[config.mk]
export PLATFORM = sky130hd
export DESIGN_NAME = page_table_walker
export DESIGN_NICKNAME = d
export VERILOG_FILES = /design/src/design/ptw_pkg.sv /design/src/design/ptw_front.sv /design/src/design/ptw_queue.sv /design/src/design/ptw_back.sv /design/src/design/page_table_walker.sv
export SDC_FILE = /design/constraint.sdc
export NUM_CORES = 1
export LEC_CHECK = 0
export ABC_CLOCK_PERIOD_IN_PS = 10200
export BUFFER_PORTS_ARGS = -buffer_cell sky130_fd_sc_hd__buf_2
export CAP_MARGIN = 20
export CORE_MARGIN = 5
export CORE_UTILIZATION = 40
export DETAILED_ROUTE_END_ITERATION = 8
export PLACE_DENSITY_LB_ADDON = 0.15
export SETUP_SLACK_MARGIN = 0.5
export SYNTH_ARGS = -nofsm -noshare
export SYNTH_HDL_FRONTEND = slang
export SYNTH_SLANG_ARGS = --single-unit
[constraint.sdc]
create_clock -name i_clk -period 10.2 [get_ports i_clk]
set_input_delay 1.02 -clock i_clk [delete_from_list [all_inputs] [get_ports i_clk]]
set_output_delay 1.02 -clock i_clk [all_outputs]
set_load 0.005 [all_outputs]
[src/design/ptw_pkg.sv]
// Shared types and constants for the page table walker.
package ptw_pkg;

    localparam int VA_BITS     = 48;
    localparam int ADDR_BITS   = 52;
    localparam int ENTRY_BITS  = 64;
    localparam int PAGE_SHIFT  = 12;
    localparam int IDX_BITS    = 9;
    localparam int PERM_BITS   = 3;
    localparam int LVL_BITS    = 2;

    // entry flag positions
    localparam int BIT_P  = 0;
    localparam int BIT_PS = 7;

    // input function codes
    localparam logic FUNC_START = 1'b0;
    localparam logic FUNC_ENTRY = 1'b1;

    // page size codes on the result
    localparam logic [LVL_BITS-1:0] PL_4K = 2'd0;
    localparam logic [LVL_BITS-1:0] PL_2M = 2'd1;
    localparam logic [LVL_BITS-1:0] PL_1G = 2'd2;

    // page offset masks per page size
    localparam logic [ADDR_BITS-1:0] OFF_4K = 52'h0_0000_0000_0fff;
    localparam logic [ADDR_BITS-1:0] OFF_2M = 52'h0_0000_001f_ffff;
    localparam logic [ADDR_BITS-1:0] OFF_1G = 52'h0_0000_3fff_ffff;

    localparam logic [PERM_BITS-1:0] PERMS_ALL = 3'b111;

    // decoupling queue between front and back
    localparam int QUEUE_DEPTH = 4;
    localparam int QPTR_W      = $clog2(QUEUE_DEPTH);
    localparam int QCNT_W      = $clog2(QUEUE_DEPTH + 1);

    // one classified beat as it travels through the queue
    typedef struct packed {
        logic                  is_entry;
        logic                  present;
        logic                  is_large;
        logic [ENTRY_BITS-1:0] data;
    } t_cmd;

    typedef struct packed {
        logic full;
        logic empty;
    } t_qstat;

endpackage

[src/design/ptw_front.sv]
// Front end: takes input beats, classifies them and pushes them into the queue.
module ptw_front (
    input  logic                                i_in_valid,
    output logic                                o_in_stall,
    input  logic                                i_func,
    input  logic [ptw_pkg::VA_BITS-1:0]         i_virtual_address,
    input  logic [ptw_pkg::ENTRY_BITS-1:0]      i_entry_data,
    input  ptw_pkg::t_qstat                     i_qstat,
    output logic                                o_push,
    output ptw_pkg::t_cmd                       o_cmd
);

    assign o_in_stall = i_qstat.full;
    assign o_push     = i_in_valid && !i_qstat.full;

    always_comb begin
        o_cmd = '0;
        if (i_func == ptw_pkg::FUNC_ENTRY) begin
            o_cmd.is_entry = 1'b1;
            o_cmd.present  = i_entry_data[ptw_pkg::BIT_P];
            o_cmd.is_large = i_entry_data[ptw_pkg::BIT_PS];
            o_cmd.data     = i_entry_data;
        end else begin
            o_cmd.is_entry = 1'b0;
            o_cmd.data     = ptw_pkg::ENTRY_BITS'(i_virtual_address);
        end
    end

endmodule

[src/design/ptw_queue.sv]
// Small FIFO that decouples the classifying front from the walking back end.
module ptw_queue (
    input  logic             i_clk,
    input  logic             i_rst_n,
    input  logic             i_push,
    input  ptw_pkg::t_cmd    i_wdata,
    input  logic             i_pop,
    output ptw_pkg::t_cmd    o_rdata,
    output ptw_pkg::t_qstat  o_qstat
);

    ptw_pkg::t_cmd                  r_mem [ptw_pkg::QUEUE_DEPTH];
    logic [ptw_pkg::QPTR_W-1:0]     r_wptr, n_wptr;
    logic [ptw_pkg::QPTR_W-1:0]     r_rptr, n_rptr;
    logic [ptw_pkg::QCNT_W-1:0]     r_count, n_count;

    always_comb begin
        n_wptr  = i_push ? r_wptr + 1'b1 : r_wptr;
        n_rptr  = i_pop  ? r_rptr + 1'b1 : r_rptr;
        n_count = r_count + ptw_pkg::QCNT_W'(i_push) - ptw_pkg::QCNT_W'(i_pop);
    end

    always_ff @(posedge i_clk) begin
        if (!i_rst_n) begin
            r_wptr  <= '0;
            r_rptr  <= '0;
            r_count <= '0;
        end else begin
            r_wptr  <= n_wptr;
            r_rptr  <= n_rptr;
            r_count <= n_count;
        end
    end

    always_ff @(posedge i_clk) begin
        if (i_push) begin
            r_mem[r_wptr] <= i_wdata;
        end
    end

    assign o_rdata       = r_mem[r_rptr];
    assign o_qstat.full  = (r_count == ptw_pkg::QCNT_W'(ptw_pkg::QUEUE_DEPTH));
    assign o_qstat.empty = (r_count == '0);

endmodule

[src/design/ptw_back.sv]
// Back end: walk state, root base register and the registered result stage.
module ptw_back #(
    parameter int PHYS_ADDR_BITS = 52,
    parameter int LEVELS         = 4
) (
    input  logic                                i_clk,
    input  logic                                i_rst_n,
    input  logic                                i_cfg_we,
    input  logic [ptw_pkg::ADDR_BITS-1:0]       i_cfg_wdata,
    input  ptw_pkg::t_cmd                       i_cmd,
    input  ptw_pkg::t_qstat                     i_qstat,
    output logic                                o_pop,
    output logic                                o_out_valid,
    input  logic                                i_out_stall,
    output logic                                o_is_final,
    output logic [ptw_pkg::ADDR_BITS-1:0]       o_address,
    output logic [ptw_pkg::PERM_BITS-1:0]       o_perms,
    output logic                                o_fault,
    output logic [ptw_pkg::LVL_BITS-1:0]        o_page_level
);

    localparam int FRAME_W = PHYS_ADDR_BITS - ptw_pkg::PAGE_SHIFT;
    localparam int LVL_W   = $clog2(LEVELS);
    localparam logic [LVL_W-1:0] TOP_LVL = LVL_W'(LEVELS - 1);
    localparam logic [ptw_pkg::ADDR_BITS-1:0] PA_MASK =
        (ptw_pkg::ADDR_BITS'(1) << PHYS_ADDR_BITS) - ptw_pkg::ADDR_BITS'(1);

    typedef enum logic [1:0] {
        RES_NONE,
        RES_READ,
        RES_FINAL,
        RES_FAULT
    } t_res;

    logic [ptw_pkg::ADDR_BITS-1:0]  r_root;
    logic                           r_busy, n_busy;
    logic [LVL_W-1:0]               r_level, n_level;
    logic [ptw_pkg::VA_BITS-1:0]    r_vaddr, n_vaddr;
    logic [FRAME_W-1:0]             r_frame, n_frame;
    logic [ptw_pkg::PERM_BITS-1:0]  r_perms, n_perms;

    logic                           r_out_valid;
    logic                           r_is_final;
    logic [ptw_pkg::ADDR_BITS-1:0]  r_address;
    logic [ptw_pkg::PERM_BITS-1:0]  r_perms_out;
    logic                           r_fault;
    logic [ptw_pkg::LVL_BITS-1:0]   r_page_level;

    t_res                           res;
    logic                           lvl_le2;
    logic [ptw_pkg::LVL_BITS-1:0]   lvl_code;
    logic [ptw_pkg::ADDR_BITS-1:0]  off_mask;
    logic [ptw_pkg::ADDR_BITS-1:0]  final_pa;
    logic [ptw_pkg::IDX_BITS-1:0]   rd_idx;
    logic [ptw_pkg::ADDR_BITS-1:0]  rd_addr;

    assign o_pop = !i_qstat.empty && (!r_out_valid || !i_out_stall);

    assign lvl_le2  = (32'(r_level) <= 32'd2);
    assign lvl_code = ptw_pkg::LVL_BITS'(r_level);

    always_comb begin
        case (lvl_code)
            ptw_pkg::PL_4K: off_mask = ptw_pkg::OFF_4K;
            ptw_pkg::PL_2M: off_mask = ptw_pkg::OFF_2M;
            ptw_pkg::PL_1G: off_mask = ptw_pkg::OFF_1G;
            default:        off_mask = ptw_pkg::OFF_4K;
        endcase
    end

    assign final_pa = (i_cmd.data[ptw_pkg::ADDR_BITS-1:0] & PA_MASK & ~off_mask)
                    | (ptw_pkg::ADDR_BITS'(r_vaddr) & off_mask);

    // walk step for the beat at the head of the queue
    always_comb begin
        n_busy  = r_busy;
        n_level = r_level;
        n_vaddr = r_vaddr;
        n_frame = r_frame;
        n_perms = r_perms;
        res     = RES_NONE;
        if (o_pop) begin
            if (!i_cmd.is_entry) begin
                n_vaddr = i_cmd.data[ptw_pkg::VA_BITS-1:0];
                n_level = TOP_LVL;
                n_frame = r_root[PHYS_ADDR_BITS-1:ptw_pkg::PAGE_SHIFT];
                n_perms = ptw_pkg::PERMS_ALL;
                n_busy  = 1'b1;
                res     = RES_READ;
            end else if (r_busy) begin
                if (!i_cmd.present) begin
                    n_busy = 1'b0;
                    res    = RES_FAULT;
                end else begin
                    n_perms = r_perms & i_cmd.data[ptw_pkg::PERM_BITS-1:0];
                    if (r_level == '0 || (i_cmd.is_large && lvl_le2)) begin
                        n_busy = 1'b0;
                        res    = RES_FINAL;
                    end else if (i_cmd.is_large) begin
                        n_busy = 1'b0;
                        res    = RES_FAULT;
                    end else begin
                        n_frame = i_cmd.data[PHYS_ADDR_BITS-1:ptw_pkg::PAGE_SHIFT];
                        n_level = r_level - 1'b1;
                        res     = RES_READ;
                    end
                end
            end
        end
    end

    // entry address for the next table read, from the updated walk state
    always_comb begin
        rd_idx = '0;
        for (int l = 0; l < LEVELS; l++) begin
            if (n_level == LVL_W'(l)) begin
                rd_idx = ptw_pkg::IDX_BITS'({9'd0, n_vaddr}
                         >> (ptw_pkg::PAGE_SHIFT + ptw_pkg::IDX_BITS * l));
            end
        end
        rd_addr = ptw_pkg::ADDR_BITS'({n_frame, rd_idx, 3'b000});
    end

    always_ff @(posedge i_clk) begin
        if (!i_rst_n) begin
            r_root      <= '0;
            r_busy      <= 1'b0;
            r_level     <= '0;
            r_vaddr     <= '0;
            r_frame     <= '0;
            r_perms     <= ptw_pkg::PERMS_ALL;
            r_out_valid <= 1'b0;
        end else begin
            if (i_cfg_we) begin
                r_root <= i_cfg_wdata;
            end
            r_busy  <= n_busy;
            r_level <= n_level;
            r_vaddr <= n_vaddr;
            r_frame <= n_frame;
            r_perms <= n_perms;
            if (res != RES_NONE) begin
                r_out_valid <= 1'b1;
            end else if (!i_out_stall) begin
                r_out_valid <= 1'b0;
            end
        end
    end

    always_ff @(posedge i_clk) begin
        case (res)
            RES_READ: begin
                r_is_final   <= 1'b0;
                r_address    <= rd_addr;
                r_perms_out  <= '0;
                r_fault      <= 1'b0;
                r_page_level <= ptw_pkg::PL_4K;
            end
            RES_FINAL: begin
                r_is_final   <= 1'b1;
                r_address    <= final_pa;
                r_perms_out  <= n_perms;
                r_fault      <= 1'b0;
                r_page_level <= lvl_code;
            end
            RES_FAULT: begin
                r_is_final   <= 1'b1;
                r_address    <= '0;
                r_perms_out  <= '0;
                r_fault      <= 1'b1;
                r_page_level <= ptw_pkg::PL_4K;
            end
            default: begin
                r_is_final   <= r_is_final;
            end
        endcase
    end

    assign o_out_valid  = r_out_valid;
    assign o_is_final   = r_is_final;
    assign o_address    = r_address;
    assign o_perms      = r_perms_out;
    assign o_fault      = r_fault;
    assign o_page_level = r_page_level;

endmodule

[src/design/page_table_walker.sv]
// An accepted beat is written into the queue; once popped, its result is registered for o_out_valid.
// Throughput: one queued beat retired per cycle, except while a valid result is stalled.
// A 4-entry queue decouples input acceptance from output stalls; o_in_stall = queue full.
// A full walk takes LEVELS entry returns; memory latency sets the walk time, not the block.
// Reset (i_rst_n low, synchronous): queue emptied, walker idle, root base 0, no output valid.
// No clearing pass; the block accepts beats in the first cycle after reset.
module page_table_walker #(
    parameter int PHYS_ADDR_BITS = 52,
    parameter int LEVELS         = 4
) (
    input  logic                                i_clk,
    input  logic                                i_rst_n,
    // configuration: root table base
    input  logic                                i_cfg_we,
    input  logic [ptw_pkg::ADDR_BITS-1:0]       i_cfg_wdata,
    // input channel
    input  logic                                i_in_valid,
    output logic                                o_in_stall,
    input  logic                                i_func,
    input  logic [ptw_pkg::VA_BITS-1:0]         i_virtual_address,
    input  logic [ptw_pkg::ENTRY_BITS-1:0]      i_entry_data,
    // output channel
    output logic                                o_out_valid,
    input  logic                                i_out_stall,
    output logic                                o_is_final,
    output logic [ptw_pkg::ADDR_BITS-1:0]       o_address,
    output logic [ptw_pkg::PERM_BITS-1:0]       o_perms,
    output logic                                o_fault,
    output logic [ptw_pkg::LVL_BITS-1:0]        o_page_level
);

    // front -> queue -> back
    ptw_pkg::t_qstat qstat;
    ptw_pkg::t_cmd   push_cmd;
    ptw_pkg::t_cmd   head_cmd;
    logic            push;
    logic            pop;

    // Front: decode func, pre-extract P and PS flags of returned entries.
    ptw_front u_front (
        .i_in_valid        (i_in_valid),
        .o_in_stall        (o_in_stall),
        .i_func            (i_func),
        .i_virtual_address (i_virtual_address),
        .i_entry_data      (i_entry_data),
        .i_qstat           (qstat),
        .o_push            (push),
        .o_cmd             (push_cmd)
    );

    // Queue: absorbs input beats while the result register is stalled.
    ptw_queue u_queue (
        .i_clk   (i_clk),
        .i_rst_n (i_rst_n),
        .i_push  (push),
        .i_wdata (push_cmd),
        .i_pop   (pop),
        .o_rdata (head_cmd),
        .o_qstat (qstat)
    );

    // Back: one walk step per popped beat; a start abandons any walk in flight,
    // an entry beat while idle is dropped without a result.
    ptw_back #(
        .PHYS_ADDR_BITS (PHYS_ADDR_BITS),
        .LEVELS         (LEVELS)
    ) u_back (
        .i_clk        (i_clk),
        .i_rst_n      (i_rst_n),
        .i_cfg_we     (i_cfg_we),
        .i_cfg_wdata  (i_cfg_wdata),
        .i_cmd        (head_cmd),
        .i_qstat      (qstat),
        .o_pop        (pop),
        .o_out_valid  (o_out_valid),
        .i_out_stall  (i_out_stall),
        .o_is_final   (o_is_final),
        .o_address    (o_address),
        .o_perms      (o_perms),
        .o_fault      (o_fault),
        .o_page_level (o_page_level)
    );

endmodule

Word level (Yosys, flattened, before mapping)
Memories as Yosys holds them, arrays and structs flattened. A register that Yosys moved wholly into a read port is not among the register bits.
Cells that the tools add are included.
- flip-flop bits (word level): 213
- bits in writable memories: 268
- input port bits: 170
- output and inout port bits: 61
- logic and storage cells: 108
- memories kept: 1
- add/subtract/negate cells: 5
- $lt $le $gt $ge: 1
- eq/ne operators: 10
- multiplexer cells: 48
- bitwise gates (word level): 6
- reductions and logical operators: 21
- memories (name ; words ; bits a word ; read ports ; clocked after Yosys merged registers in ; wr ports ; RTL line ; RTL):
    u_queue.r_mem ; 4 ; 67 ; 1 ; 1 ; 1 ; ptw_queue.sv:12 ; ptw_pkg::t_cmd r_mem [ptw_pkg::QUEUE_DEPTH];
- operator list (cell ; number):
    40-bit 2-to-1 mux ; 6
    52-bit case mux with 3 select lines ; 1
    48-bit 2-to-1 mux ; 2
    64-bit 2-to-1 mux ; 1
    30-bit case mux with 2 select lines ; 1
    52-bit AND ; 1
    30-bit NOT with 52-bit output ; 1
    52-bit OR ; 1
    48-bit by 30-bit AND with 48-bit output ; 1
    9-bit 2-to-1 mux ; 4
    2-bit 2-to-1 mux ; 15
    3-bit 2-to-1 mux ; 4
    2-bit == test, second input constant ; 5
    1-bit 2-to-1 mux ; 10
    2-bit nonzero test ; 4
    2-bit by 1-bit == test with 1-bit output, second input constant ; 3
    3-bit case mux with 2 select lines ; 1
    2-bit OR reduction ; 3
    2-bit by 1-bit adder with 2-bit output, second input constant ; 2
    1-bit logical NOT ; 4
    2-bit logical NOT ; 2
    1-bit case mux with 2 select lines ; 2
    2-bit case mux with 2 select lines ; 1
    3-bit by 1-bit adder with 3-bit output ; 1
    other kinds (12) ; 15

Logic depth before layout (Yosys ltp)
Gate-level depths: netlist (run 1).
- depth after elaboration: 14
- depth in mapped cells: 12
- depth with buffers taken out: 10

Hierarchy
Synthesis (run 1) repeated with hierarchy kept, for this count alone.
- cell total of the unflattened synthesis: 1307
- area total of the unflattened synthesis: 19259.7 µm²
- modules (own cells, without submodules) (module ; instances ; cells each ; area each (µm²) ; seq. area each (µm²)):
    ptw_queue ; 1 ; 393 ; 10144.7 ; 8227.9
    ptw_back ; 1 ; 838 ; 8256.7 ; 4474.3
    ptw_front ; 1 ; 76 ; 858.3 ; 0.0

Worst setup path before layout (run 1)
No wires, ideal clock.
- kind: register -> register
- from: register u_back.r_level[1] (netlist: u_back.lvl_code[1])
- to: register u_back.r_address, in the netlist u_back.o_address[0], enable pin
- library setup time: 0.659 ns
- data arrival time: 3.132 ns
- required time: 9.541 ns
- path slack: 6.408 ns
- cell stages (with the launch flop): 10
- buffers on the path: 3
- period minus slack after synthesis: 3.792 ns
- cells stage by stage: dfxtp_1 -> clkbuf_1 -> inv_1 -> ha_1 -> and2b_1 -> a22oi_4 -> o211ai_1 -> buf_2 -> buf_1 -> nand2_1
- word-level cells in the longest chain between the ends: 10
- elaborated cells between the ends (all ways): 13
- those cells by class: order compare: 1; eq/ne: 3; mux: 5; reduce/logical: 4
- ends and longest elaborated chain (what ; RTL line ; RTL):
    start, declared ; ptw_back.sv:37 ; logic [LVL_W-1:0] r_level, n_level;
    start signal, assigned ; ptw_back.sv:138 ; r_level <= n_level;
    2-bit <= comparator ; ptw_back.sv:59 ; assign lvl_le2 = (32'(r_level) <= 32'd2);
    1-bit logical AND ; ptw_back.sv:96 ; if (r_level == '0 || (i_cmd.is_large && lvl_le2)) begin
    1-bit logical OR (*) ; ptw_back.sv:96 ;
    2-bit 2-to-1 mux (*) ; ptw_back.sv:96 ;
    2-bit 2-to-1 mux (*) ; ptw_back.sv:91 ; if (!i_cmd.present) begin
    2-bit 2-to-1 mux (*) ; ptw_back.sv:90 ; end else if (r_busy) begin
    2-bit 2-to-1 mux (*) ; ptw_back.sv:83 ; if (!i_cmd.is_entry) begin
    2-bit 2-to-1 mux (*) ; ptw_back.sv:82 ; if (o_pop) begin
    2-bit by 1-bit == test with 1-bit output / 2-bit == test (equally long branches) ; ptw_back.sv:151 ; case (res)
    3-bit nonzero test (no line) (*) ; -- ;
    end signal, assigned ; ptw_back.sv:154 ; r_address <= rd_addr;
    end signal, assigned ; ptw_back.sv:161 ; r_address <= final_pa;
    end, declared ; ptw_back.sv:44 ; logic [ptw_pkg::ADDR_BITS-1:0] r_address;
Mark *: on every way between the ends. The rest lies on a longest branch, timed or not.
A chain may end at the register's enable or synchronous reset.

Worst setup path after layout (run 1)
- from: register u_back.r_level[0] (netlist: u_back.lvl_code[0])
- to: register u_back.r_address, in the netlist u_back.o_address[6], data pin
- word-level cells in the longest chain between the ends: 14
- elaborated cells between the ends (all ways): 28
- those cells by class: add/sub: 1; order compare: 1; eq/ne: 6; mux: 16; reduce/logical: 4
- ends and longest elaborated chain (what ; RTL line ; RTL):
    2-bit <= comparator ; ptw_back.sv:59 ;
    1-bit logical AND ; ptw_back.sv:96 ;
    1-bit logical OR ; ptw_back.sv:96 ;
    2-bit 2-to-1 mux ; ptw_back.sv:96 ;
    2-bit 2-to-1 mux ; ptw_back.sv:91 ;
    2-bit 2-to-1 mux ; ptw_back.sv:90 ;
    2-bit 2-to-1 mux ; ptw_back.sv:83 ;
    2-bit 2-to-1 mux ; ptw_back.sv:82 ;
    2-bit logical NOT ; ptw_back.sv:116 ; if (n_level == LVL_W'(l)) begin
    9-bit 2-to-1 mux (4 in series) ; ptw_back.sv:116 ;
    52-bit case mux with 3 select lines (*) ; ptw_back.sv:151 ;
Marks and branches as above.

==> results.txt, run 1 <==
* Mean routed wirelength per cell: 20.9 um
* Clock root cell: clkbuf_16
- Average cell area after synthesis: 13.4 um2
- Based on the critical path, the design can be clocked at up to 256 MHz.
- Proportion of netlist area held by the largest area contributor: 48.3%
- Pins over their slew limit: 0
* Number of synthesized register bits: 423
- Class of the most critical setup path: reg2reg
* Launching point of the worst reg2reg path: u_back.lvl_code[0]
- Setup tns final: 0 ps
- GR Overflow Total: 0
* Sink Count: 423
* Met2 routed WL: 19.6 mm
- Yosys mapped the design onto 49 distinct sky130hd cell types.
* Number of hold-repair buffers added at the cts stage: 0
- Number of rows in the core area: 76
- Remaining max-slew budget at the tightest pin: 23.5%
- The flow ran to the end, and the final reports show no timing, DRC or antenna violations.
- DRC violations left: 0
* Total leakage power: 0.00756 uW
- Minimum period implied by the final worst setup slack: 3910 ps
* Portion of the post-synthesis area used by sequential elements: 64.9%
- Clock tree from TritonCTS: built
- Counting flops with a built-in enable in the synthesized netlist gives 279.
- The synthesized netlist occupies a cell area of 17300 um2.
- RSZ-0062 raised after global routing: false
* Port-buffer cells: 206
* Maximum capacitance violations: 0
- Bufs on Longest Clock Path: 3
- Final Setup Violations: 0
* Register-to-register setup slack: 6290 ps
- The largest total area in the synthesized netlist belongs to edfxtp_1.
* Resize count post-CTS: 0
* Number of buffers created by CTS: 46
- For the final database, setup skew stands at 23.7 ps.
* Gate count of the mapped netlist: 1292
- The number of nets in the synthesized netlist is 1472.
* Power per Cell Area: 305 nW/um2
- In the final routing, the length of wire on met1 measures 20.9 mm.
- Hold path cells: 2
- The detailed router finished its first iteration with 708 violations.
- Required time worst endpoint: 10520 ps
* Endpoint, Worst Hold: u_back.r_vaddr[2]
- For this run, the leading register cell type out of synthesis is edfxtp_1.
- Worst Setup Slack post-DPL: 6330 ps
- Min-Delay Path Class: reg2reg
- Final setup slack of the worst path: 6290 ps
* Number of antenna repair diodes: 0
- H-tree level count: 2
- The final layout contains routed wiring with a total length of 43.9 mm.
- Critical-path cell list: inv_1 -> ha_1 -> nor4_2 -> mux2i_2 -> nor3_1 -> o311ai_1
- First-pass GRT wire length: 66.8 mm
- The highest layer touched by signal routing is met4.
- The floorplan step set the die height to 218 um.
- In this run the remaining antenna-violating nets after routing total 0.
- For this run, asynchronously set or reset flops after synthesis account for 0%.
- Synthesis warning total: 0
* Std-Cell Core Area: 43000 um2
- Hold path startpoint: u_back.r_vaddr[2]
- At the end of routability-driven placement, the weighted congestion stood at 0.830.
- The floorplan step defined a die boundary enclosing 47600 um2.
- Total number of nets in the final design: 1654
* Number of filler cells placed in the layout: 3887
- Counting cells, the worst reg-to-reg path comes to 6.
- The routed design uses 2.53 mm of met3 wire.
- The area growth from synthesis to layout is 17.3%.
* End of the worst register-to-register path: u_back.o_address[6]
- The slowest stage of the critical path is the ha_1 cell.
- Horizontal extent of the die: 218 um
- Dividing the detail-routed via count by the number of cells gives 5.17.
- Hold timing on the final database bottoms out at a slack of 450 ps.
- Launching element type of the critical path: register
* Number of top-level design ports: 231
- Top fanout value on the critical path: 21
- In the post-synthesis netlist, the biggest area contributors are edfxtp_1 (48%), dfxtp_1 (17%), mux4_2 (7.0%), mux2i_1 (4.0%), nand2_1 (4.0%).
- The initial antenna violation count came to 0.
* Detailed-routing iteration count for the pre-antenna-repair pass: 5
- The final critical path takes up 38.4% of the cycle.
- For the pin with the worst max-slew slack, the measured transition is 1150 ps.
- After clock tree synthesis, the clock-pin slew on the worst setup and hold paths is 60 ps.
- Overall fraction of global-route tracks in use: 18.3%
- The worst setup path is captured at a register.
* Via total after detailed routing: 10800
- Worst-skew pair later-pin latency: 580 ps
* Share of post-route cells with drive strength above 1: 27.4%
* Number of failing hold endpoints at the final stage: 0
- Entering global routing, the biggest net connects 82 pins.
- Signal arrival time at the worst endpoint: 4230 ps
- Once the clock tree was built, the setup fixing pass inserted 0 buffers.
* Critical path's largest stage delay: 1180 ps
* Number of global-route vias before repair: 10800
- Largest voltage drop on the vdd net: 0.127 mV
- Starting Density: 40.4%
- Half-perimeter wire length of the detailed placement result: 28.4 mm
-- layout make-up --
type	count	area (um2)	area share, %
inverters	13	48.8	0.240
flip-flops and latches	423	11300	55.4
clock inverters	17	173	0.849
multi-input cells	766	5690	28.0
well taps	585	732	3.60
repair buffers	224	1170	5.73
clock buffers	66	1270	6.23
-- metrics by stage --
stage | power (uW) | std cells | instance area (um2) | util [%]
CTS | 6290 | 2094 | 20300 | 47.3
global placement | 4650 | 2011 | 18900 | 44.0
finish | 6210 | 2094 | 20300 | 47.3
floorplan | 3940 | 1292 | 17300 | -
global route | 6580 | 2094 | 20300 | 47.3
detailed placement | 4680 | 2011 | 18900 | 44.0
-- worst max-delay path: cells and delay by family (launching register included) --
kind                       cells  cell delay [ps]
AOI/OAI and AO/OA              1              450
and+or+nand+nor                2              310
adders and majority gates      1             1180
muxes                          1              590
DFF                            1              710
buffers and inverters          1              410
-- flip-flops by register name (all words and copies together), names as in the netlist, 3 cells and up, named ones only --
register          count
u_queue.r_count       3
u_back.r_frame       40
u_back.o_address     52
u_back.o_perms        3
u_back.r_root        40
u_back.r_perms        3
u_back.r_vaddr       48
u_queue.r_mem       220
-- power breakdown --
| group | internal (uW) | leakage (uW) | switching [uW] |
|---|---|---|---|
| logic | 810 | 0.00307 | 1220 |
| clock network | 941 | 0.000706 | 657 |
| registers | 2370 | 0.00378 | 204 |
| total | 4130 | 0.00756 | 2080 |
-- logic make-up (layout without fill, tap and decap cells) --
family	Yosys count	count (layout)	share of synthesized area [%]
flip-flops	423	423	64.9
AND/OR/NAND/NOR	391	391	9.75
multiplexers	182	182	14.8
AO/OA/AOI/OAI	178	178	7.08
buffers and inverters	103	320	2.41
adder cells (fa/ha/maj)	10	10	0.765
XOR/XNOR	5	5	0.253
-- how the worst max path moves through the flow --
stage                                   from             endpoint  cells after the start
final                     u_back.lvl_code[0]  u_back.o_address[6]                      6
after global routing      u_back.lvl_code[0]  u_back.o_address[6]                      6
after CTS                 u_back.lvl_code[0]  u_back.o_address[6]                      6
after detailed placement  u_back.lvl_code[0]  u_back.o_address[6]                      6
after global placement    u_back.lvl_code[0]  u_back.o_address[6]                      6
after floorplan           u_back.lvl_code[1]  u_back.o_address[0]                      9
-- layer usage --
layer	global-route usage, %	vias up
met1	27.4	5370
met2	27.6	273
li1	-	5131
met3	3.57	46
met4	4.81	0
met5	0	-
-- cell usage after synthesis (all sizes together) (2+ instances only) --
cell,count
o21a,3
o31a,2
o21ai,3
xnor2,3
clkbuf,49
and2,57
a211oi,2
xor2,2
edfxtp,279
a22o,23
dfxtp,144
buf,41
a311oi,5
nor2,101
nor3b,2
a21oi,53
nor3,25
ha,9
a31oi,44
o22ai,2
mux4,54
mux2,57
o221ai,2
nand3,13
o2111ai,2
nand2,186
a32o,2
inv,12
mux2i,71
o311ai,7
o211ai,6
a21o,19
-- layout by cell type (no fill, tap or decap), types with 47 or more instances in the layout --
master	instances
and2_1	53
nor2_1	100
edfxtp_1	279
mux2_2	57
dfxtp_1	142
mux2i_1	70
mux4_2	54
clkbuf_16	47
buf_2	206
nand2_1	185
a21oi_1	53
(Power assumes the default switching activity.)
==> run 2: changes to the inputs <==
--- a/config.mk
+++ b/config.mk
@@ -5,7 +5,7 @@
 export SDC_FILE = /design/constraint.sdc
 export NUM_CORES = 1
 export LEC_CHECK = 0
-export ABC_CLOCK_PERIOD_IN_PS = 10200
+export ABC_CLOCK_PERIOD_IN_PS = 3700
 export BUFFER_PORTS_ARGS = -buffer_cell sky130_fd_sc_hd__buf_2
 export CAP_MARGIN = 20
 export CORE_MARGIN = 5
==> constraint.sdc (replaced) <==
create_clock -name i_clk -period 3.7 [get_ports i_clk]
set_input_delay 0.37 -clock i_clk [delete_from_list [all_inputs] [get_ports i_clk]]
set_output_delay 0.37 -clock i_clk [all_outputs]
set_load 0.005 [all_outputs]
==> run 2 against run 1 <==
  * Combinational power rose to 2.9 times the previous value
  * Hold slack got worse by 420 ps
  * Cell count up 0.86%
  * Critical endpoint is now u_back.o_address[11]
==> results.txt, run 2 (synthesized netlist as in run 1, its figures left out) <==
- The register with the most flip-flops in the layout has 220 of them.
- Number of global-route vias before repair: 10700
- In this run the tool buffered the top-level ports with 206 buffer cells.
- The final-report max-slew violation count came to 0.
- The worst setup path is launched from a register.
- Final WL: 44.2 mm
* Setup crit end kind: register
- TritonCTS built the clock tree.
* Required time worst endpoint: 4020 ps
- The wire-length estimate of the detail-placed layout is 29.2 mm.
- After layout, the worst path uses 79.9% of the clock period.
- Clock root cell: clkbuf_16
- Dividing total power by cell area gives a power density of 842 nW/um2.
- The pre-antenna-repair detailed-routing pass consisted of 5 iterations.
* DRC violations left: 0
* GR Overflow Total: 0
- Counting I/O delays and the setup requirement, the final critical path takes 2960 ps.
* Non-Filler Cell Area, Final: 20600 um2
* First-pass GRT wire length: 66.4 mm
- The clock arrives with 15.5 ps of skew.
- Dividing the detail-routed via count by the number of cells gives 5.19.
* Number of hold-repair buffers added at the cts stage: 0
- Total number of nets in the final design: 1670
- Number of rows in the core area: 76
- Summing all placed instances gives a cell area of 19100 um2.
- The post-route netlist has 28.4% of its cells at a drive strength greater than 1.
- The worst register-to-register path ends at u_back.o_address[11].
- The die is 218 um tall.
- In this run the worst path has a maximum fanout of 18.
* Maximum capacitance violations: 0
* Hold path cells: 3
- The count of nets left with antenna violations once routing finished came out at 0.
- In this run the most critical hold path is launched from i_cfg_wdata[18].
- Headroom to the max-slew limit came out at 45.0%.
* Routability congestion estimate: 0.808
- In the layout the commonest cells are edfxtp_1 (279), buf_2 (206), nand2_1 (185).
* Number of buffers created by CTS: 46
- The H-tree was split into 2 levels.
* Clk slew on worst S/H paths: 60 ps
* Fin util: 47.9%
- Via total after detailed routing: 11000
* Overall fraction of global-route tracks in use: 18.1%
* Class of the most critical setup path: reg2reg
- Number of filler cells placed in the layout: 3856
- At the pin with the least slew margin, the transition time is 825 ps.
- Endpoint, Worst Hold: u_back.r_root[18]
- Initial antenna violation count: 0
* Largest voltage drop on the vdd net: 0.378 mV
- The die covers 47600 um2.
- Once the floorplan was initialized, standard cells occupied 40.4% of the core.
* Number of antenna repair diodes: 0
- After routing, the total negative slack on setup checks comes to 0 ps.
* Outcome: finished clean
- Area overhead of the layout relative to synthesis: 18.7%
- The later pin in the worst-skew pair is clocked with a latency of 580 ps.
- Number of top-level design ports: 231
- The floorplan step defined a core boundary enclosing 43000 um2.
- The clock passes through at most 3 buffers.
- The number of failing hold endpoints at the final stage was 0.
- Before CTS, the worst setup slack after placement is 581 ps.
* Register-to-register setup slack: 740 ps
* Horizontal extent of the die: 218 um
- Setup violations remaining at the end of the flow were counted as 0.
- Total leakage power: 0.00767 uW
- RSZ-0062 raised after global routing: false
- Pin count of the biggest net entering global routing: 66
- In this run, the number of DRC markers left after iteration 0 of detailed routing was 757.
* Sink Count: 423
- Mean routed wirelength per cell: 20.9 um
- Final setup slack of the worst path: 743 ps
- Signal arrival time at the worst endpoint: 3280 ps
- Logic depth of the worst register-to-register path: 7
* Reg with most FFs: u_queue.r_mem
- Static timing analysis puts the maximum clock frequency at 338 MHz.
* Most common library cell in the layout ignoring fill and taps: edfxtp_1
* Min-Delay Path Class: in2reg
-- run 2: changes by cell type in the layout (fill, tap and decap cells not counted), sizes merged --
cell / delta
bufinv: -2
clkinvlp: +3
inv: -2
buf: +16
clkbuf: +3
-- run 2: report_power, final --
| group | internal (uW) | switching, uW | leakage [uW] |
|---|---|---|---|
| sequential | 6540 | 552 | 0.00378 |
| clock | 2570 | 1830 | 0.000707 |
| combinational | 2390 | 3450 | 0.00318 |
| total | 11500 | 5830 | 0.00767 |
-- run 2: critical path, stage by stage (launching register included) --
cell and delay [ps]:
dfxtp_4 580, mux4_2 640, a211oi_4 280, buf_12 170
mux2_2 370, a311oi_1 280, o221ai_1 160, a32o_1 230
-- run 2: how the worst max path moves through the flow --
stage	from	end	slack, ps	depth (start not counted)
2_1_floorplan	u_back.lvl_code[1]	u_back.o_address[0]	790	9
3_3_place_gp	register	u_back.o_address[0]	590	6
3_5_place_dp	register	u_back.o_address[16]	580	6
4_1_cts	register	u_back.o_fault	570	6
5_1_grt	register	u_back.o_address[12]	580	5
6_report	register	u_back.o_address[11]	740	7
-- run 2: through the flow --
stage,power [uW],std cells,hold slack (ps)
finish,17300,2112,33.0
global route,18300,2112,20.4
CTS,17500,2111,6.42
detailed placement,13100,2026,445
global placement,13000,2026,440
floorplan,10800,1292,432
-- run 2: per-layer routing --
| metal | track usage [%] | vias to the layer above | share of wire [%] |
|---|---|---|---|
| li1 | - | 5156 | - |
| met1 | 27.3 | 5446 | 47 |
| met2 | 27.5 | 310 | 45 |
| met3 | 3.55 | 46 | 6.1 |
| met4 | 3.89 | 0 | 1.6 |
| met5 | 0 | - | 0 |
-- run 2: layout make-up --
| class | count | area, um2 | share of cell area, % |
|---|---|---|---|
| clock buffer | 69 | 1340 | 6.50 |
| clock inverter | 16 | 128 | 0.620 |
| inverter | 13 | 48.8 | 0.237 |
| multi-input combinational | 766 | 5690 | 27.6 |
| sequential | 423 | 11300 | 54.7 |
| tap | 585 | 732 | 3.55 |
| timing repair buffer | 240 | 1390 | 6.73 |
-- run 2: timing repair --
| action | CTS | global route |
|---|---|---|
| setup endpoints to repair | 0 | 53 |
| setup buffers | 0 | 1 |
| resized for setup | 0 | 1 |
